==> src/design/narp_pkg.sv <==
// ----------------------------------------------------------------------------
// narp_pkg
// Shared types, codes and constants of the note arpeggiator.
// ----------------------------------------------------------------------------
`default_nettype none

package narp_pkg;

  // Default sizes, handed to the top level parameters
  localparam int MAX_HELD_DEF    = 16;
  localparam int MAX_OCTAVES_DEF = 4;
  localparam int PHASE_BITS_DEF  = 32;

  // Fixed field widths
  localparam int NOTE_W      = 7;
  localparam int CFG_DATA_W  = 32;
  localparam int CFG_INDEX_W = 3;
  localparam int PATTERN_W   = 3;
  localparam int OCTAVE_W    = 3;
  localparam int GATE_W      = 17;
  localparam int LFSR_W      = 16;

  // Musical constants
  localparam int SEMITONES = 12;
  localparam int NOTE_TOP  = 127;
  localparam logic [LFSR_W-1:0] LFSR_SEED = 16'hACE1;

  typedef enum logic [1:0] {
    OP_TICK     = 2'd0,
    OP_NOTE_ON  = 2'd1,
    OP_NOTE_OFF = 2'd2,
    OP_CLEAR    = 2'd3
  } narp_op_t;

  typedef enum logic [1:0] {
    EV_NONE     = 2'd0,
    EV_NOTE_ON  = 2'd1,
    EV_GATE_OFF = 2'd2
  } narp_event_t;

  typedef enum logic [PATTERN_W-1:0] {
    PAT_UP     = 3'd0,
    PAT_DOWN   = 3'd1,
    PAT_UPDOWN = 3'd2,
    PAT_PLAYED = 3'd3,
    PAT_RANDOM = 3'd4
  } narp_pattern_t;

  typedef enum logic [CFG_INDEX_W-1:0] {
    REG_ENABLE          = 3'd0,
    REG_PATTERN_MODE    = 3'd1,
    REG_OCTAVE_COUNT    = 3'd2,
    REG_PHASE_INCREMENT = 3'd3,
    REG_GATE_LENGTH     = 3'd4
  } narp_reg_t;

  typedef enum logic [3:0] {
    ST_IDLE,
    ST_TICK,
    ST_DIV,
    ST_ELEM_RD,
    ST_ELEM_DATA,
    ST_ON_SCAN,
    ST_ON_SHIFT,
    ST_OFF_PASS,
    ST_RESEAT,
    ST_DONE
  } narp_state_t;

  // Sequencer to phase unit
  typedef struct packed {
    logic tick_go;
    logic clear;
    logic release_gate;
  } narp_phase_cmd_t;

  // Phase unit to sequencer
  typedef struct packed {
    logic wrap;
    logic gate_fire;
  } narp_tick_t;

endpackage

`default_nettype wire

==> src/design/narp_ram.sv <==
// ----------------------------------------------------------------------------
// narp_ram
// Generic simple dual-port RAM: one write port, one registered read port.
// ----------------------------------------------------------------------------
`default_nettype none

module narp_ram #(
  parameter int WIDTH = 8,
  parameter int DEPTH = 16,
  localparam int AW = (DEPTH > 1) ? $clog2(DEPTH) : 1
) (
  input  wire logic             clk,
  input  wire logic             we,
  input  wire logic [AW-1:0]    waddr,
  input  wire logic [WIDTH-1:0] wdata,
  input  wire logic [AW-1:0]    raddr,
  output logic      [WIDTH-1:0] rdata
);

  logic [WIDTH-1:0] mem_r [DEPTH];
  logic [WIDTH-1:0] rdata_r;

  // Write, then register the read word
  always_ff @(posedge clk) begin
    if (we) begin
      mem_r[waddr] <= wdata;
    end
    rdata_r <= mem_r[raddr];
  end

  assign rdata = rdata_r;

endmodule

`default_nettype wire

==> src/design/narp_phase.sv <==
// ----------------------------------------------------------------------------
// narp_phase
// Step phase accumulator and gate phase with gate-off detection.
// ----------------------------------------------------------------------------
`default_nettype none

module narp_phase import narp_pkg::*; #(
  parameter int PHASE_BITS = PHASE_BITS_DEF
) (
  input  wire logic                  clk,
  input  wire logic                  rst_n,
  input  wire logic [CFG_DATA_W-1:0] phase_increment,
  input  wire logic [GATE_W-1:0]     gate_length,
  input  wire narp_phase_cmd_t       cmd,
  output narp_tick_t                 tick
);

  logic [PHASE_BITS-1:0] step_r, step_nxt;
  logic [PHASE_BITS:0]   gate_r, gate_nxt;
  logic                  closed_r, closed_nxt;

  logic [PHASE_BITS-1:0] inc;
  logic [PHASE_BITS:0]   sum;
  logic [PHASE_BITS+1:0] gsum;
  logic [PHASE_BITS:0]   gsat;
  logic [PHASE_BITS:0]   thr;
  logic                  fire;

  // Advance both phases, saturate the gate phase, compare against the gate
  always_comb begin
    inc  = PHASE_BITS'(phase_increment);
    sum  = {1'b0, step_r} + {1'b0, inc};
    gsum = {1'b0, gate_r} + (PHASE_BITS+2)'(inc);
    gsat = gsum[PHASE_BITS+1] ? '1 : gsum[PHASE_BITS:0];
    thr  = (PHASE_BITS+1)'(gate_length[GATE_W-2:0]) << (PHASE_BITS - 16);
    fire = !closed_r && !gate_length[GATE_W-1] && (gsat >= thr);

    tick.wrap      = cmd.tick_go && sum[PHASE_BITS];
    tick.gate_fire = cmd.tick_go && !sum[PHASE_BITS] && fire;

    step_nxt   = step_r;
    gate_nxt   = gate_r;
    closed_nxt = closed_r;
    if (cmd.clear) begin
      step_nxt   = '0;
      gate_nxt   = '0;
      closed_nxt = 1'b0;
    end else if (cmd.tick_go) begin
      step_nxt = sum[PHASE_BITS-1:0];
      if (sum[PHASE_BITS]) begin
        gate_nxt   = '0;
        closed_nxt = 1'b0;
      end else begin
        gate_nxt   = gsat;
        closed_nxt = closed_r | fire;
      end
    end else if (cmd.release_gate) begin
      closed_nxt = 1'b0;
    end
  end

  always_ff @(posedge clk) begin
    if (!rst_n) begin
      step_r   <= '0;
      gate_r   <= '0;
      closed_r <= 1'b0;
    end else begin
      step_r   <= step_nxt;
      gate_r   <= gate_nxt;
      closed_r <= closed_nxt;
    end
  end

endmodule

`default_nettype wire

==> src/design/narp_ctrl.sv <==
// ----------------------------------------------------------------------------
// narp_ctrl
// Transaction sequencer: held-list passes over the two note memories,
// walk position update, small quotient unit and result formatting.
// ----------------------------------------------------------------------------
`default_nettype none

module narp_ctrl import narp_pkg::*; #(
  parameter int MAX_HELD    = MAX_HELD_DEF,
  parameter int MAX_OCTAVES = MAX_OCTAVES_DEF,
  localparam int IW = (MAX_HELD > 1) ? $clog2(MAX_HELD) : 1,
  localparam int CW = $clog2(MAX_HELD + 1),
  localparam int OW = (MAX_OCTAVES > 1) ? $clog2(MAX_OCTAVES) : 1,
  localparam int UW = $clog2(MAX_OCTAVES + 1),
  localparam int LW = $clog2(MAX_HELD * MAX_OCTAVES + 1)
) (
  input  wire logic                 clk,
  input  wire logic                 rst_n,
  // command channel
  input  wire logic                 start,
  output logic                      busy,
  input  wire logic [1:0]           in_opcode,
  input  wire logic [NOTE_W-1:0]    in_note_number,
  input  wire logic [NOTE_W-1:0]    in_velocity,
  // result channel
  output logic                      out_strobe,
  output logic [1:0]                out_event_kind,
  output logic [NOTE_W-1:0]         out_note,
  output logic [NOTE_W-1:0]         out_velocity,
  // configuration
  input  wire logic                 cfg_enable,
  input  wire logic [PATTERN_W-1:0] cfg_pattern,
  input  wire logic [OCTAVE_W-1:0]  cfg_octaves,
  // phase unit
  output narp_phase_cmd_t           phase_cmd,
  input  wire narp_tick_t           tick,
  // arrival list memory
  output logic                      a_we,
  output logic [IW-1:0]             a_waddr,
  output logic [NOTE_W-1:0]         a_wdata,
  output logic [IW-1:0]             a_raddr,
  input  wire logic [NOTE_W-1:0]    a_rdata,
  // sorted list memory
  output logic                      s_we,
  output logic [IW-1:0]             s_waddr,
  output logic [NOTE_W-1:0]         s_wdata,
  output logic [IW-1:0]             s_raddr,
  input  wire logic [NOTE_W-1:0]    s_rdata
);

  narp_state_t         state_r, state_nxt;
  narp_op_t            op_r, op_nxt;
  logic [NOTE_W-1:0]   note_r, note_nxt;
  logic [CW-1:0]       held_r, held_nxt;
  logic [OW-1:0]       oct_r, oct_nxt;
  logic [IW-1:0]       pos_r, pos_nxt;
  logic                up_r, up_nxt;
  logic [LFSR_W-1:0]   lfsr_r, lfsr_nxt;
  logic [NOTE_W-1:0]   vel_r, vel_nxt;
  logic [LW-1:0]       k_r, k_nxt;
  logic [CW-1:0]       idx_r, idx_nxt;
  logic [CW-1:0]       end_r, end_nxt;
  logic                dv_r, dv_nxt;
  logic [CW-1:0]       didx_r, didx_nxt;
  logic                dup_r, dup_nxt;
  logic [CW-1:0]       ins_r, ins_nxt;
  logic [NOTE_W-1:0]   carry_r, carry_nxt;
  logic                found_a_r, found_a_nxt;
  logic                found_s_r, found_s_nxt;
  logic [LW-1:0]       rem_r, rem_nxt;
  logic [OW-1:0]       q_r, q_nxt;
  logic                pick_r, pick_nxt;
  logic [OW-1:0]       el_oct_r, el_oct_nxt;
  logic [IW-1:0]       el_pos_r, el_pos_nxt;
  narp_event_t         kind_r, kind_nxt;
  logic [NOTE_W-1:0]   onote_r, onote_nxt;

  logic [UW-1:0]       oc;
  logic [LW-1:0]       len;
  logic [LW-1:0]       k_now;
  logic                in_range;
  logic [OW-1:0]       eo;
  logic [IW-1:0]       en;
  logic                p_last, o_last, k_zero;
  logic [OW-1:0]       inc_oct;
  logic [IW-1:0]       inc_pos;
  logic [LFSR_W-1:0]   lfsr_step;
  logic [LFSR_W+LW-1:0] prod;
  logic [NOTE_W-1:0]   base;
  logic [NOTE_W:0]     nsum;
  logic                issuing;
  logic                pass_done;
  logic [CW-1:0]       didx_dec;

  // Octaves in use and sequence length
  always_comb begin
    if (cfg_octaves == '0) begin
      oc = UW'(1);
    end else if (32'(cfg_octaves) > MAX_OCTAVES) begin
      oc = UW'(MAX_OCTAVES);
    end else begin
      oc = UW'(cfg_octaves);
    end
    len = LW'(held_r) * LW'(oc);
  end

  // Walk position helpers
  always_comb begin
    k_now     = LW'(oct_r) * LW'(held_r) + LW'(pos_r);
    in_range  = LW'(oct_r) < LW'(oc);
    eo        = in_range ? oct_r : '0;
    en        = in_range ? pos_r : '0;
    p_last    = CW'(en) == (held_r - CW'(1));
    o_last    = LW'(eo) == (LW'(oc) - LW'(1));
    k_zero    = (eo == '0) && (en == '0);
    if (!p_last) begin
      inc_oct = eo;
      inc_pos = en + IW'(1);
    end else if (!o_last) begin
      inc_oct = eo + OW'(1);
      inc_pos = '0;
    end else begin
      inc_oct = '0;
      inc_pos = '0;
    end
    lfsr_step = {lfsr_r[0] ^ lfsr_r[2] ^ lfsr_r[3] ^ lfsr_r[5], lfsr_r[LFSR_W-1:1]};
    prod      = (LFSR_W+LW)'(lfsr_step) * (LFSR_W+LW)'(len);
    base      = (narp_pattern_t'(cfg_pattern) == PAT_PLAYED) ? a_rdata : s_rdata;
    nsum      = {1'b0, base} + (NOTE_W+1)'(el_oct_r) * (NOTE_W+1)'(SEMITONES);
    issuing   = idx_r < end_r;
    pass_done = !issuing && !dv_r;
    didx_dec  = didx_r - CW'(1);
  end

  // Next state and outputs
  always_comb begin
    state_nxt   = state_r;
    op_nxt      = op_r;
    note_nxt    = note_r;
    held_nxt    = held_r;
    oct_nxt     = oct_r;
    pos_nxt     = pos_r;
    up_nxt      = up_r;
    lfsr_nxt    = lfsr_r;
    vel_nxt     = vel_r;
    k_nxt       = k_r;
    idx_nxt     = idx_r;
    end_nxt     = end_r;
    dv_nxt      = 1'b0;
    didx_nxt    = didx_r;
    dup_nxt     = dup_r;
    ins_nxt     = ins_r;
    carry_nxt   = carry_r;
    found_a_nxt = found_a_r;
    found_s_nxt = found_s_r;
    rem_nxt     = rem_r;
    q_nxt       = q_r;
    pick_nxt    = pick_r;
    el_oct_nxt  = el_oct_r;
    el_pos_nxt  = el_pos_r;
    kind_nxt    = kind_r;
    onote_nxt   = onote_r;

    phase_cmd   = '0;
    a_we        = 1'b0;
    a_waddr     = '0;
    a_wdata     = note_r;
    a_raddr     = idx_r[IW-1:0];
    s_we        = 1'b0;
    s_waddr     = '0;
    s_wdata     = carry_r;
    s_raddr     = idx_r[IW-1:0];

    // Shared pass over the lists: issue one read a cycle, data in the next cycle
    if (state_r == ST_ON_SCAN || state_r == ST_ON_SHIFT || state_r == ST_OFF_PASS) begin
      if (issuing) begin
        idx_nxt = idx_r + CW'(1);
      end
      dv_nxt   = issuing;
      didx_nxt = idx_r;
    end

    case (state_r)
      ST_IDLE: begin
        if (start) begin
          op_nxt    = narp_op_t'(in_opcode);
          note_nxt  = in_note_number;
          k_nxt     = k_now;
          kind_nxt  = EV_NONE;
          onote_nxt = '0;
          idx_nxt   = '0;
          end_nxt   = held_r;
          case (narp_op_t'(in_opcode))
            OP_TICK: begin
              state_nxt = ST_TICK;
            end
            OP_NOTE_ON: begin
              vel_nxt   = in_velocity;
              dup_nxt   = 1'b0;
              ins_nxt   = '0;
              state_nxt = ST_ON_SCAN;
            end
            OP_NOTE_OFF: begin
              found_a_nxt = 1'b0;
              found_s_nxt = 1'b0;
              state_nxt   = ST_OFF_PASS;
            end
            OP_CLEAR: begin
              held_nxt        = '0;
              oct_nxt         = '0;
              pos_nxt         = '0;
              up_nxt          = 1'b1;
              phase_cmd.clear = 1'b1;
              state_nxt       = ST_DONE;
            end
            default: begin
              state_nxt = ST_DONE;
            end
          endcase
        end
      end

      // If enabled with notes held, step the phase; wraps pick the next element
      ST_TICK: begin
        state_nxt = ST_DONE;
        if (cfg_enable && held_r != '0) begin
          phase_cmd.tick_go = 1'b1;
          if (tick.gate_fire) begin
            kind_nxt = EV_GATE_OFF;
          end
          if (tick.wrap) begin
            kind_nxt   = EV_NOTE_ON;
            el_oct_nxt = eo;
            el_pos_nxt = en;
            oct_nxt    = inc_oct;
            pos_nxt    = inc_pos;
            state_nxt  = ST_ELEM_RD;
            case (narp_pattern_t'(cfg_pattern))
              PAT_DOWN: begin
                el_oct_nxt = OW'(oc - UW'(1) - UW'(eo));
                el_pos_nxt = IW'(held_r - CW'(1) - CW'(en));
              end
              PAT_UPDOWN: begin
                oct_nxt = eo;
                pos_nxt = en;
                if (len > LW'(1)) begin
                  if (up_r) begin
                    if (p_last && o_last) begin
                      up_nxt = 1'b0;
                      if (held_r >= CW'(2)) begin
                        oct_nxt = OW'(oc - UW'(1));
                        pos_nxt = IW'(held_r - CW'(2));
                      end else begin
                        oct_nxt = OW'(oc - UW'(2));
                        pos_nxt = '0;
                      end
                    end
                  end else if (k_zero) begin
                    up_nxt = 1'b1;
                    if (held_r >= CW'(2)) begin
                      oct_nxt = '0;
                      pos_nxt = IW'(1);
                    end else begin
                      oct_nxt = OW'(1);
                      pos_nxt = '0;
                    end
                  end else if (en != '0) begin
                    pos_nxt = en - IW'(1);
                  end else begin
                    oct_nxt = eo - OW'(1);
                    pos_nxt = IW'(held_r - CW'(1));
                  end
                  if (up_r && !(p_last && o_last)) begin
                    oct_nxt = inc_oct;
                    pos_nxt = inc_pos;
                  end
                end
              end
              PAT_RANDOM: begin
                lfsr_nxt  = lfsr_step;
                oct_nxt   = eo;
                pos_nxt   = en;
                rem_nxt   = prod[LFSR_W +: LW];
                q_nxt     = '0;
                pick_nxt  = 1'b1;
                state_nxt = ST_DIV;
              end
              default: begin
              end
            endcase
          end
        end
      end

      // Split a linear index into octave and position, one subtract a cycle
      ST_DIV: begin
        if (rem_r >= LW'(held_r)) begin
          rem_nxt = rem_r - LW'(held_r);
          q_nxt   = q_r + OW'(1);
        end else if (pick_r) begin
          el_oct_nxt = q_r;
          el_pos_nxt = rem_r[IW-1:0];
          state_nxt  = ST_ELEM_RD;
        end else begin
          oct_nxt   = q_r;
          pos_nxt   = rem_r[IW-1:0];
          state_nxt = ST_DONE;
        end
      end

      ST_ELEM_RD: begin
        a_raddr   = el_pos_r;
        s_raddr   = el_pos_r;
        state_nxt = ST_ELEM_DATA;
      end

      // Transpose by octave and clamp
      ST_ELEM_DATA: begin
        onote_nxt = (nsum > (NOTE_W+1)'(NOTE_TOP)) ? NOTE_W'(NOTE_TOP) : nsum[NOTE_W-1:0];
        state_nxt = ST_DONE;
      end

      // Look for a duplicate and count sorted entries not above the note
      ST_ON_SCAN: begin
        if (dv_r) begin
          if (a_rdata == note_r) begin
            dup_nxt = 1'b1;
          end
          if (s_rdata <= note_r) begin
            ins_nxt = ins_r + CW'(1);
          end
        end
        if (pass_done) begin
          if (dup_r || held_r == CW'(MAX_HELD)) begin
            state_nxt = ST_DONE;
          end else begin
            idx_nxt   = ins_r;
            end_nxt   = held_r;
            carry_nxt = note_r;
            state_nxt = ST_ON_SHIFT;
          end
        end
      end

      // Ripple the sorted tail up by one, then append to the arrival list
      ST_ON_SHIFT: begin
        if (dv_r) begin
          s_we      = 1'b1;
          s_waddr   = didx_r[IW-1:0];
          carry_nxt = s_rdata;
        end
        if (pass_done) begin
          s_we      = 1'b1;
          s_waddr   = held_r[IW-1:0];
          a_we      = 1'b1;
          a_waddr   = held_r[IW-1:0];
          held_nxt  = held_r + CW'(1);
          state_nxt = ST_RESEAT;
        end
      end

      // Drop the note from both lists, closing the gap as the pass goes
      ST_OFF_PASS: begin
        a_wdata = a_rdata;
        s_wdata = s_rdata;
        if (dv_r) begin
          if (found_a_r) begin
            a_we    = 1'b1;
            a_waddr = didx_dec[IW-1:0];
          end
          if (found_s_r) begin
            s_we    = 1'b1;
            s_waddr = didx_dec[IW-1:0];
          end
          if (a_rdata == note_r) begin
            found_a_nxt = 1'b1;
          end
          if (s_rdata == note_r) begin
            found_s_nxt = 1'b1;
          end
        end
        if (pass_done) begin
          if (found_a_r) begin
            held_nxt = held_r - CW'(1);
          end
          state_nxt = ST_RESEAT;
        end
      end

      // Re-seat the walk position for the new list length
      ST_RESEAT: begin
        if (held_r == '0) begin
          oct_nxt   = '0;
          pos_nxt   = '0;
          phase_cmd.release_gate = (op_r == OP_NOTE_OFF);
          state_nxt = ST_DONE;
        end else if (k_r >= len) begin
          oct_nxt   = '0;
          pos_nxt   = '0;
          state_nxt = ST_DONE;
        end else begin
          rem_nxt   = k_r;
          q_nxt     = '0;
          pick_nxt  = 1'b0;
          state_nxt = ST_DIV;
        end
      end

      ST_DONE: begin
        state_nxt = ST_IDLE;
      end

      default: begin
        state_nxt = ST_IDLE;
      end
    endcase
  end

  always_ff @(posedge clk) begin
    if (!rst_n) begin
      state_r <= ST_IDLE;
      held_r  <= '0;
      oct_r   <= '0;
      pos_r   <= '0;
      up_r    <= 1'b1;
      lfsr_r  <= LFSR_SEED;
      vel_r   <= '0;
      dv_r    <= 1'b0;
      kind_r  <= EV_NONE;
      onote_r <= '0;
    end else begin
      state_r <= state_nxt;
      held_r  <= held_nxt;
      oct_r   <= oct_nxt;
      pos_r   <= pos_nxt;
      up_r    <= up_nxt;
      lfsr_r  <= lfsr_nxt;
      vel_r   <= vel_nxt;
      dv_r    <= dv_nxt;
      kind_r  <= kind_nxt;
      onote_r <= onote_nxt;
    end
  end

  // Working registers of a transaction
  always_ff @(posedge clk) begin
    op_r      <= op_nxt;
    note_r    <= note_nxt;
    k_r       <= k_nxt;
    idx_r     <= idx_nxt;
    end_r     <= end_nxt;
    didx_r    <= didx_nxt;
    dup_r     <= dup_nxt;
    ins_r     <= ins_nxt;
    carry_r   <= carry_nxt;
    found_a_r <= found_a_nxt;
    found_s_r <= found_s_nxt;
    rem_r     <= rem_nxt;
    q_r       <= q_nxt;
    pick_r    <= pick_nxt;
    el_oct_r  <= el_oct_nxt;
    el_pos_r  <= el_pos_nxt;
  end

  assign busy           = state_r != ST_IDLE;
  assign out_strobe     = state_r == ST_DONE;
  assign out_event_kind = kind_r;
  assign out_note       = onote_r;
  assign out_velocity   = vel_r;

`ifndef SYNTHESIS
  a_held_max: assert property (@(posedge clk) disable iff (!rst_n)
    held_r <= CW'(MAX_HELD))
    else $error("held count above list size");

  a_pos_in_list: assert property (@(posedge clk) disable iff (!rst_n)
    (state_r == ST_IDLE && held_r != '0) |-> (CW'(pos_r) < held_r))
    else $error("walk position outside held list");

  a_empty_walk: assert property (@(posedge clk) disable iff (!rst_n)
    (state_r == ST_IDLE && held_r == '0) |-> (pos_r == '0 && oct_r == '0))
    else $error("walk position not zero with empty list");

  a_one_result: assert property (@(posedge clk) disable iff (!rst_n)
    out_strobe |=> !out_strobe)
    else $error("result strobe longer than one cycle");

  a_accept_busy: assert property (@(posedge clk) disable iff (!rst_n)
    (start && !busy) |=> busy)
    else $error("accepted transaction did not raise busy");
`endif

endmodule

`default_nettype wire

==> src/design/note_arpeggiator_unit.sv <==
// ----------------------------------------------------------------------------
// note_arpeggiator_unit
// Arpeggiator: held note lists, pattern walk and step/gate timing.
// ----------------------------------------------------------------------------
// Usage:
//   Command channel: a transaction is taken on a rising edge with start high
//   and busy low. in_opcode selects sample tick, note on, note off or clear.
//   Every transaction yields exactly one result: out_strobe is high for one
//   cycle with out_event_kind, out_note and out_velocity. The receiver has no
//   way to hold results off; the unit never needs one.
//   Configuration: cfg_we writes cfg_data into register cfg_index (enable,
//   pattern mode, octave count, phase increment, gate length); write only
//   while busy is low.
//   The note-on and note-off cost is set by the passes over the held-list
//   memories, one entry per cycle on the single read port of each RAM, and
//   by the one-subtract-a-cycle position split.
//   Reset (rst_n low, synchronous) empties the held list and restores the
//   register defaults; the note memories need no clearing pass.
// ----------------------------------------------------------------------------
`default_nettype none

module note_arpeggiator_unit import narp_pkg::*; #(
  parameter int MAX_HELD    = MAX_HELD_DEF,
  parameter int MAX_OCTAVES = MAX_OCTAVES_DEF,
  parameter int PHASE_BITS  = PHASE_BITS_DEF
) (
  input  wire logic                   clk,
  input  wire logic                   rst_n,
  input  wire logic                   start,
  output logic                        busy,
  input  wire logic [1:0]             in_opcode,
  input  wire logic [NOTE_W-1:0]      in_note_number,
  input  wire logic [NOTE_W-1:0]      in_velocity,
  output logic                        out_strobe,
  output logic [1:0]                  out_event_kind,
  output logic [NOTE_W-1:0]           out_note,
  output logic [NOTE_W-1:0]           out_velocity,
  input  wire logic                   cfg_we,
  input  wire logic [CFG_INDEX_W-1:0] cfg_index,
  input  wire logic [CFG_DATA_W-1:0]  cfg_data
);

  localparam int IW = (MAX_HELD > 1) ? $clog2(MAX_HELD) : 1;

  logic                  enable_r;
  logic [PATTERN_W-1:0]  pattern_r;
  logic [OCTAVE_W-1:0]   octaves_r;
  logic [CFG_DATA_W-1:0] phase_inc_r;
  logic [GATE_W-1:0]     gate_len_r;

  narp_phase_cmd_t       phase_cmd;
  narp_tick_t            tick;

  logic                  a_we, s_we;
  logic [IW-1:0]         a_waddr, a_raddr, s_waddr, s_raddr;
  logic [NOTE_W-1:0]     a_wdata, a_rdata, s_wdata, s_rdata;

  // Configuration registers
  always_ff @(posedge clk) begin
    if (!rst_n) begin
      enable_r    <= 1'b0;
      pattern_r   <= PAT_UP;
      octaves_r   <= OCTAVE_W'(1);
      phase_inc_r <= '0;
      gate_len_r  <= GATE_W'(32768);
    end else if (cfg_we) begin
      case (narp_reg_t'(cfg_index))
        REG_ENABLE:          enable_r    <= cfg_data[0];
        REG_PATTERN_MODE:    pattern_r   <= cfg_data[PATTERN_W-1:0];
        REG_OCTAVE_COUNT:    octaves_r   <= cfg_data[OCTAVE_W-1:0];
        REG_PHASE_INCREMENT: phase_inc_r <= cfg_data;
        REG_GATE_LENGTH:     gate_len_r  <= cfg_data[GATE_W-1:0];
        default: begin
        end
      endcase
    end
  end

  narp_ram #(.WIDTH(NOTE_W), .DEPTH(MAX_HELD)) u_arrival (
    .clk   (clk),
    .we    (a_we),
    .waddr (a_waddr),
    .wdata (a_wdata),
    .raddr (a_raddr),
    .rdata (a_rdata)
  );

  narp_ram #(.WIDTH(NOTE_W), .DEPTH(MAX_HELD)) u_sorted (
    .clk   (clk),
    .we    (s_we),
    .waddr (s_waddr),
    .wdata (s_wdata),
    .raddr (s_raddr),
    .rdata (s_rdata)
  );

  narp_phase #(.PHASE_BITS(PHASE_BITS)) u_phase (
    .clk             (clk),
    .rst_n           (rst_n),
    .phase_increment (phase_inc_r),
    .gate_length     (gate_len_r),
    .cmd             (phase_cmd),
    .tick            (tick)
  );

  narp_ctrl #(.MAX_HELD(MAX_HELD), .MAX_OCTAVES(MAX_OCTAVES)) u_ctrl (
    .clk            (clk),
    .rst_n          (rst_n),
    .start          (start),
    .busy           (busy),
    .in_opcode      (in_opcode),
    .in_note_number (in_note_number),
    .in_velocity    (in_velocity),
    .out_strobe     (out_strobe),
    .out_event_kind (out_event_kind),
    .out_note       (out_note),
    .out_velocity   (out_velocity),
    .cfg_enable     (enable_r),
    .cfg_pattern    (pattern_r),
    .cfg_octaves    (octaves_r),
    .phase_cmd      (phase_cmd),
    .tick           (tick),
    .a_we           (a_we),
    .a_waddr        (a_waddr),
    .a_wdata        (a_wdata),
    .a_raddr        (a_raddr),
    .a_rdata        (a_rdata),
    .s_we           (s_we),
    .s_waddr        (s_waddr),
    .s_wdata        (s_wdata),
    .s_raddr        (s_raddr),
    .s_rdata        (s_rdata)
  );

endmodule

`default_nettype wire

==> config.mk <==
export PLATFORM = sky130hd
export DESIGN_NAME = note_arpeggiator_unit
export DESIGN_NICKNAME = d
export VERILOG_FILES = /design/src/design/narp_pkg.sv /design/src/design/narp_ram.sv /design/src/design/narp_phase.sv /design/src/design/narp_ctrl.sv /design/src/design/note_arpeggiator_unit.sv
export SDC_FILE = /design/constraint.sdc
export NUM_CORES = 1
export LEC_CHECK = 0
export ABC_AREA = 1
export BUFFER_PORTS_ARGS = -buffer_cell sky130_fd_sc_hd__buf_2
export CORE_ASPECT_RATIO = 1.1
export CORE_UTILIZATION = 25
export CTS_CLUSTER_DIAMETER = 200
export DETAILED_ROUTE_END_ITERATION = 8
export SLEW_MARGIN = 0
export SYNTH_ARGS = -nofsm -noshare
export SYNTH_HDL_FRONTEND = slang
export SYNTH_SLANG_ARGS = --single-unit
==> constraint.sdc <==
create_clock -name clk -period 16.58 [get_ports clk]
set_input_delay 1.658 -clock clk [delete_from_list [all_inputs] [get_ports clk]]
set_output_delay 1.658 -clock clk [all_outputs]
set_load 0.05 [all_outputs]
; After elaboration in Yosys (flattened, before gate mapping)
; Memories as Yosys holds them, arrays and structs flattened. A register that Yosys moved wholly into a read port is not among the register bits.
; Index checks and enable logic that the tools add are counted.
[op_classes]
addsub = 21
mul = 4
n_div = 0
order_cmp = 10
n_eq_ne = 56
shift = 0
n_mux = 180
bitwise_logic = 5
reduce_logical = 66
[op_table]
columns = op, n
row1 = 4-bit 2-to-1 mux, 40
row2 = 7-bit 2-to-1 mux, 14
row3 = 5-bit 2-to-1 mux, 17
row4 = 2-bit 2-to-1 mux, 33
row5 = 33-bit 2-to-1 mux, 2
row6 = 1-bit 2-to-1 mux, 46
row7 = 33-bit by 32-bit adder with 34-bit output, 1
row8 = 32-bit by 32-bit adder with 33-bit output, 1
row9 = 33-bit by 32-bit greater-or-equal comparator with 1-bit output, 1
row10 = 4-bit case mux with 2 select lines, 4
row11 = 4-bit case mux with 4 select lines, 2
row12 = 4-bit case mux with 8 select lines, 1
row13 = "2-bit inequality test, second input constant", 15
row14 = 5-bit case mux with 2 select lines, 3
row15 = 7-bit case mux with 2 select lines, 2
row16 = "2-bit by 1-bit inequality test with 1-bit output, second input constant", 13
row17 = 5-bit AND reduction, 5
row18 = 16-bit by 7-bit multiplier with 23-bit output, 1
row19 = 7-bit case mux with 3 select lines, 1
row20 = 4-bit AND reduction, 5
row21 = "4-bit by 3-bit equality test with 1-bit output, second input constant", 4
row22 = 2-bit AND reduction, 8
row23 = 2-bit nonzero test, 8
row24 = "5-bit by 1-bit adder with 5-bit output, second input constant", 3
row25 = other kinds (63), 112
[totals]
ff_bits = 232
latchBits = 0
mem_bits_rw = 224
romBits = 0
output_inout_bits = 18
elab_cells = 378
memories = 2
[mem_list]
columns = name, words, word_bits, read_ports, rd_clocked_by_memory_dff, write_ports, line_no
row1 = u_arrival.mem_r, 16, 7, 1, 1, 1, narp_ram.sv:20  ; logic [WIDTH-1:0] mem_r [DEPTH];
row2 = u_sorted.mem_r, 16, 7, 1, 1, 1, narp_ram.sv:20

; Depth between registers and ports, before layout
; Gate-level depths: netlist of run 1.
[logic_depth]
depth_word = 15
mapped_depth = 35

; By module
; A second synthesis of run 1 with hierarchy kept.
[unflattened]
hier_cells = 3988
area_unflattened_um2 = 30927.2
[modules_own_cells]
columns = mod, n_inst, cells_each, area_each_um2, seq_area_each_um2
row1 = narp_ctrl, 1, 1545, 11499.8, 2762.6
row2 = narp_ram, 2, 485, 5034.8, 3503.4
row3 = narp_phase, 1, 1123, 6989.2, 1321.3
row4 = note_arpeggiator_unit, 1, 350, 2368.5, 1121.1

; Worst setup path before layout of run 1
; OpenSTA, ideal clock, no wires.
[synth_timing]
path_type = register to register
from = register octaves_r[1]
to = register u_ctrl.rem_r[5] (data pin)
arrival_time_ns = 6.502
path_slack_ns = 9.818
path_stages_with_launch = 34
n_path_buf = 1
cell_sequence = dfxtp_1 -> inv_1 -> nand2_1 -> a21oi_1 -> nand2_1 -> fa_1 -> inv_1 -> ha_1 -> fa_1 -> a21oi_1 -> nor2_1 -> nor2_1 -> nand2_1 -> nand2_1 -> clkbuf_1 -> nor2_1 -> fa_1 -> inv_1 -> fa_1 -> inv_1 -> fa_1 -> inv_1 -> fa_1 -> inv_1 -> ha_1 -> a21oi_1 -> o21ai_0 -> a21oi_1 -> nand3_1 -> a31oi_1 -> o21ai_0 -> or2_2 -> nand3_1 -> nand3_1
[synth_via]
elab_chain_cells = 9
word_cells_on_any_way = 10
classes_between = mul (2) / order compare (1) / mux (6) / reduce/logical (1)
[synth_rtl]
columns = element, line_no
row1 = start: declaration, note_arpeggiator_unit.sv:47  ; logic [OCTAVE_W-1:0] octaves_r;
row2 = start signal: assignment, note_arpeggiator_unit.sv:70  ; REG_OCTAVE_COUNT: octaves_r <= cfg_data[OCTAVE_W-1:0];
row3 = 3-bit > comparator, narp_ctrl.sv:99  ; end else if (32'(cfg_octaves) > MAX_OCTAVES) begin
row4 = 3-bit 2-to-1 mux, narp_ctrl.sv:99
row5 = 3-bit 2-to-1 mux *, narp_ctrl.sv:97  ; if (cfg_octaves == '0) begin
row6 = 5-bit by 3-bit multiplier with 7-bit output *, narp_ctrl.sv:104  ; len = LW'(held_r) * LW'(oc);
row7 = 16-bit by 7-bit multiplier with 23-bit output *, narp_ctrl.sv:127  ; prod = (LFSR_W+LW)'(lfsr_step) * (LFSR_W+LW)'(len);
row8 = 7-bit 2-to-1 mux *, narp_ctrl.sv:238  ; case (narp_pattern_t'(cfg_pattern))
row9 = 7-bit 2-to-1 mux *, narp_ctrl.sv:231  ; if (tick.wrap) begin
row10 = 7-bit 2-to-1 mux *, narp_ctrl.sv:226  ; if (cfg_enable && held_r != '0) begin
row11 = 7-bit case mux with 3 select lines *, narp_ctrl.sv:183  ; case (state_r)
row12 = via u_ctrl.rem_nxt[5], narp_ctrl.sv:70  ; logic [LW-1:0] rem_r, rem_nxt;
row13 = end signal: assignment, narp_ctrl.sv:458  ; rem_r <= rem_nxt;
row14 = end: declaration, narp_ctrl.sv:70
; The timed path passes the listed nets; every way through them passes the cells marked *. The select of a mux whose other input is x is not followed.
; A chain may end at the register's enable or synchronous reset.

; Final worst setup path of run 1
; Ends and elaborated chain as after synthesis.

==> flow_metrics.tcl, run 1 <==
set metrics [dict create \
    drtPass1Iterations 5 \
    synthFlopType "edfxtp_1" \
    run_status "finished, final reports clean" \
    tightest_slew_ps 1132 \
    grt_max_degree 87 \
    cellLeakagePower_nw 13.56 \
    synthArstFlopShare_pct 0 \
    worst_setup_path_start_kind "register" \
    clock-sinks 470 \
    port_buffers 72 \
    drive_above_1_share_pct 6.757 \
    synth_nets 3786 \
    yosys_warnings 0 \
    first_global_vias 22750 \
    syn_to_final_growth_pct 12.35 \
    post-cts-setup-buffers 0 \
    ctsHoldBuffers 0 \
    hold_viol 0 \
    synth-edff-count 280 \
    p_sw_share_pct 37.20 \
    die_area_mm2 0.1170 \
    slew-limit-headroom_pct 24.47 \
    grt_pass1_wl_mm 125.0 \
    synthDistinctLibCells 62 \
    worstPathRequired_ps 16940 \
    rsz0062_at_grt "no" \
    timing.fmax_mhz 135.5 \
    cts_buffer_depth 3 \
    final_antenna_net_count 0 \
    synth_area_mm2 0.02891 \
    clk_pin_slew_ps 70 \
    finalSetupViolations 0 \
    power_density_mw_per_mm2 114.6 \
    grt_usage_pct 13.29 \
    post-route-period-util_pct 44.51 \
    io_pins 73 \
    drv_cap 0 \
    cp_max_fo 16 \
    p_int_mw 2.337 \
    place.gp.congestion 0.9110 \
    tns_ps 0 \
    drt-wirelength-per-cell_um 15.68 \
    synthCells 3466 \
    cts_resized 0 \
    dp_slack_ps 9226 \
    synth-seq-area-share_pct 42.24 \
    nets 3820 \
    num_vias 23650 \
    dp_hpwl_mm 58.68 \
    combinationalPowerShare_pct 31.9 \
    drc 0 \
    hold_slack_ps 465.6 \
    cts_tree "yes" \
    initialDrtViolationCount 1539 \
    core_mm2 0.1145 \
    drv_slew 0 \
    worstSetupPathType "reg2reg" \
    n_antenna_cell 0 \
    numCtsBuffers 49 \
    finalWirelength_mm 79.27 \
    avgSynthCellArea_um2 8.340 \
    end_kind "register" \
    min_period_ps 7379 \
    cpPeakStageDelay_ps 540 \
    ir_drop_mv 0.08742 \
    power_switching_mw 1.384 \
    insertion_delay_ps 620 \
    fp.dieW_um 326.2 \
    overflow 0 \
    antenna_found_initial 2 \
    clk_root_buffer_cell "clkbuf_16" \
    initial_core_util_pct 25.24 \
    worstPathBufferInverterCount 4 \
    skew_ps 34.33 \
    rows 130 \
    die_h_um 358.6 \
    crit_slowest_cell "fa_1" \
    crit_family "adder cells" \
    crit_arrival_ps 7740 \
    viasPerCell 4.679 \
    cts_max_level 2 \
    seq_power_share_pct 38.8 \
    min_path_type "reg2reg" \
    clockPowerShare_pct 29.3 \
    layout_setup_ws_ps 9201 \
    yosys_register_bits 470 \
]
-- path summary, 6_finish.rpt --
kind | from | end | slack, ps | cells past startpoint
worst max-delay path | octaves_r[1]$_SDFFE_PN0P_ | u_ctrl.rem_r[5]$_DFFE_PP_ | 9200 | 32
worst min-delay path | u_phase.step_r[0]$_SDFFE_PP0P_ | u_phase.step_r[0]$_SDFFE_PP0P_ | 470 | 2
worst max register to register | octaves_r[1]$_SDFFE_PN0P_ | u_ctrl.rem_r[5]$_DFFE_PP_ | 9200 | 32
worst min register to register | u_phase.step_r[0]$_SDFFE_PP0P_ | u_phase.step_r[0]$_SDFFE_PP0P_ | 470 | 2
-- Yosys cell counts (39+ instances only) --
cell type    n  area share [%]
o21ai_0    340             5.9
o221ai_1    47             1.4
dfxtp_1    190              13
o211ai_1    39             1.0
nand2_1    598             7.8
fa_1        81             5.6
inv_1      490             6.4
clkbuf_1    91             1.2
nand3_1    106             1.8
nor2_1     387             5.0
ha_1       184             8.0
a21oi_1    270             4.7
edfxtp_1   280              29
-- worst reg2reg max path, delay by kind of cell, from the launching register on --
kind	cells	cell delay (ps)
AND/OR/NAND/NOR	13	1670
adder cells (fa/ha/maj)	8	3540
buffers and inverters	4	500
flip-flops	1	340
AO/OA/AOI/OAI	7	1080
-- routing by layer --
| metal | global-route usage [%] | part of all wire [%] | vias to the layer above |
|---|---|---|---|
| met2 | 23.06 | 47 | 593 |
| met3 | 1.313 | 4.1 | 137 |
| li1 | - | - | 11720 |
| met4 | 5.005 | 3.5 | 0 |
| met1 | 17.03 | 45 | 11210 |
| met5 | 0 | 0 | - |
-- cells by family (layout without fill, tap and decap cells) --
family,count (synthesis),after routing,synth area share [%]
adder cells (fa/ha/maj),265,265,13.57
buffers and inverters,620,691,8.215
XOR/XNOR,60,60,1.844
AO/OA/AOI/OAI,836,836,16.50
multiplexers,1,1,0.03463
flip-flops,470,470,42.24
AND/OR/NAND/NOR,1214,1214,17.59
-- power groups by stage --
stage | sequential (mW) | clock (mW) | combinational [mW]
after global placement | 1.47 | 0 | 1.17
after floorplan | 1.45 | 0 | 0.844
after global routing | 1.45 | 1.16 | 1.34
final | 1.44 | 1.09 | 1.19
after CTS | 1.44 | 1.12 | 1.19
after detailed placement | 1.47 | 0 | 1.18
-- state kept, by name, indices dropped and copies added, names as in the netlist, 16 cells and up --
signal / flops
u_sorted.mem_r: 112
gate_len_r: 17
u_arrival.mem_r: 112
phase_inc_r: 32
u_phase.gate_r: 33
u_phase.step_r: 32
u_ctrl.lfsr_r: 16
-- area by class of cell --
cell class                      count  area [um2]
Multi-Input combinational cell   2376       14350
Clock buffer                       63        1300
Inverter                          503        1889
Clock inverter                     25       257.7
Sequential cell                   470       12210
Fill cell                       12280       82030
Tap cell                         1518        1899
Timing Repair Buffer              100       570.5
-- through the flow --
stage | util [%] | cells | power [mW] | instance area [um2]
floorplan | - | 3466 | 2.295 | 28910
global route | 28.36 | 5055 | 3.955 | 32480
finish | 28.36 | 5055 | 3.721 | 32480
detailed placement | 27.00 | 4967 | 2.645 | 30920
global placement | 27.00 | 4967 | 2.634 | 30920
CTS | 28.36 | 5055 | 3.752 | 32480
-- cell usage in the layout, fill, tap and decap left out, drive strengths merged, types with 40 or more instances in the layout --
| cell type | synthesis | final |
|---|---|---|
| nand3 | 110 | 110 |
| ha | 184 | 184 |
| nor2 | 401 | 401 |
| clkbuf | 92 | 63 |
| edfxtp | 280 | 280 |
| a21oi | 278 | 278 |
| buf | 25 | 100 |
| fa | 81 | 81 |
| dfxtp | 190 | 190 |
| inv | 501 | 505 |
| o221ai | 47 | 47 |
| o21ai | 359 | 359 |
| o211ai | 40 | 40 |
| nand2 | 611 | 611 |
Note: power is estimated with default switching activity, not from simulation.
==> run 2: changes to the inputs <==
clock period = 6.3 ns   (was 16.58 ns; I/O delays follow)
==> flow_metrics.tcl, run 2 (synthesized netlist as in run 1, its figures left out) <==
set metrics [dict create \
    drv_slew 0 \
    hold_viol 0 \
    tns_ps -68.18 \
    placed_area_mm2 0.03152 \
    io_pins 73 \
    die_area_mm2 0.1170 \
    min_path_type "in2reg" \
    reg.largest.list "u_arrival.mem_r (112), u_sorted.mem_r (112), u_phase.gate_r (33)" \
    initial_core_util_pct 25.24 \
    overflow 0 \
    rsz0062_at_grt "yes" \
    ctsHoldBuffers 0 \
    drt-wirelength-per-cell_um 16.34 \
    cts_tree "yes" \
    numCtsBuffers 49 \
    run_status "finished, violations left" \
    clock-sinks 470 \
    post-route-period-util_pct 100.5 \
    final_cell_mix "nand2_1 (583), inv_1 (463), nor2_1 (381)" \
    r2r_slack_ps -30 \
    min_period_ps 6334 \
    slew-limit-headroom_pct 18.09 \
    skew_ps 35.31 \
    viasPerCell 4.685 \
    timing.fmax_mhz 157.9 \
    crit_arrival_ps 6700 \
    grt_max_degree 87 \
    place.gp.congestion 0.8929 \
    final_common_cell "nand2_1" \
    final_antenna_net_count 0 \
    cts_buffer_depth 3 \
    die_h_um 358.6 \
    port_buffers 72 \
    drv_cap 0 \
    n_antenna_cell 0 \
    clk_root_buffer_cell "clkbuf_16" \
    cts_max_level 2 \
    ir_drop_mv 0.2322 \
    drc 0 \
    worstPathRequired_ps 6670 \
    nets 3892 \
    dp_hpwl_mm 61.09 \
    grt_pass1_wl_mm 131.0 \
    first_global_vias 23480 \
    finalSetupViolations 2 \
    cellLeakagePower_nw 14.05 \
    insertion_delay_ps 650 \
    final_cells 5130 \
    drtPass1Iterations 5 \
    layout_setup_ws_ps -34.18 \
    core_mm2 0.1145 \
    cpPeakStageDelay_ps 550 \
    worstSetupPathType "reg2reg" \
    cp_max_fo 6 \
    violations "setup timing" \
    fin_util_pct 29.52 \
    finalWirelength_mm 83.83 \
    initialDrtViolationCount 1905 \
    place_inst 5026 \
    fin_area_mm2 0.03380 \
    drive_above_1_share_pct 11.57 \
    num_vias 24030 \
    antenna_found_initial 2 \
    crit_slowest_cell "fa_1" \
    tightest_slew_ps 1221 \
    rows 130 \
    end_kind "register" \
    n_fill_cell 12220 \
    syn_to_final_growth_pct 16.93 \
    power_density_mw_per_mm2 316.0 \
    crit_top_cell "nand2_1" \
    dp_slack_ps -386.1 \
    clk_pin_slew_ps 60 \
    grt_usage_pct 14.08 \
    fp.dieW_um 326.2 \
    worst_setup_path_start_kind "register" \
]
[run 2: changes by cell type in the layout (fill, tap and decap cells not counted), sizes merged]
cell      previous run  this run
bufinv               3         8
clkinv              18        15
buf                100       172
clkinvlp             2         5
clkbuf              63        61
[run 2: path summary, 6_finish.rpt]
| check | cells after the start | startpoint | to |
|---|---|---|---|
| hold / removal | 1 | in_note_number[4] | u_ctrl.note_r[4]$_DFFE_PP_ |
| setup reg to reg | 35 | octaves_r[1]$_SDFFE_PN0P_ | u_ctrl.rem_r[2]$_DFFE_PP_ |
| hold reg to reg | 2 | u_phase.step_r[0]$_SDFFE_PP0P_ | u_phase.step_r[0]$_SDFFE_PP0P_ |
| setup / recovery | 35 | octaves_r[1]$_SDFFE_PN0P_ | u_ctrl.rem_r[2]$_DFFE_PP_ |
[run 2: per-stage QoR]
stage / hold slack [ps] / total power [mW]
CTS: 149.3 / 10.65
floorplan: 402.9 / 6.126
global route: 158.9 / 11.31
detailed placement: 461.9 / 7.252
finish: 182.4 / 10.68
global placement: 456.4 / 7.205
[run 2: critical path, delay by kind of cell (launching register included)]
family,cells,cell delay (ps)
fa+ha+maj,8,3380
compound gates,4,500
buf+inv,7,430
flops,1,330
simple gates,16,1440
[run 2: where the power goes]
| group | switching [mW] | internal, mW | leakage [nW] |
|---|---|---|---|
| Clock | 1.35 | 1.91 | 0.871 |
| Sequential | 0.228 | 3.58 | 4.08 |
| Combinational | 2.37 | 1.26 | 9.09 |
| Total | 3.95 | 6.74 | 14.0 |
[run 2: cell type report]
class / count / area, um2 / share of cell area [%]
multi-input combinational: 2376 / 14820 / 43.83
sequential: 470 / 12210 / 36.14
inverter: 503 / 1892 / 5.597
clock buffer: 61 / 1375 / 4.068
tap: 1518 / 1899 / 5.619
clock inverter: 30 / 444.2 / 1.314
timing repair buffer: 172 / 1160 / 3.431
[run 2: repair_timing]
action | 4_1_cts | 5_1_grt
resized for setup | 37 | 56
endpoints found under the setup margin | 7 | 7
pin swaps | 36 | 57
buffers inserted | 6 | 7
[run 2: routing by layer]
| metal | global-route usage (%) | wire length [um] |
|---|---|---|
| met1 | 17.36 | 36310 |
| met2 | 24.58 | 40470 |
| met4 | 5.850 | 3197 |
| met3 | 1.959 | 3831 |
| met5 | 0 | 26 |
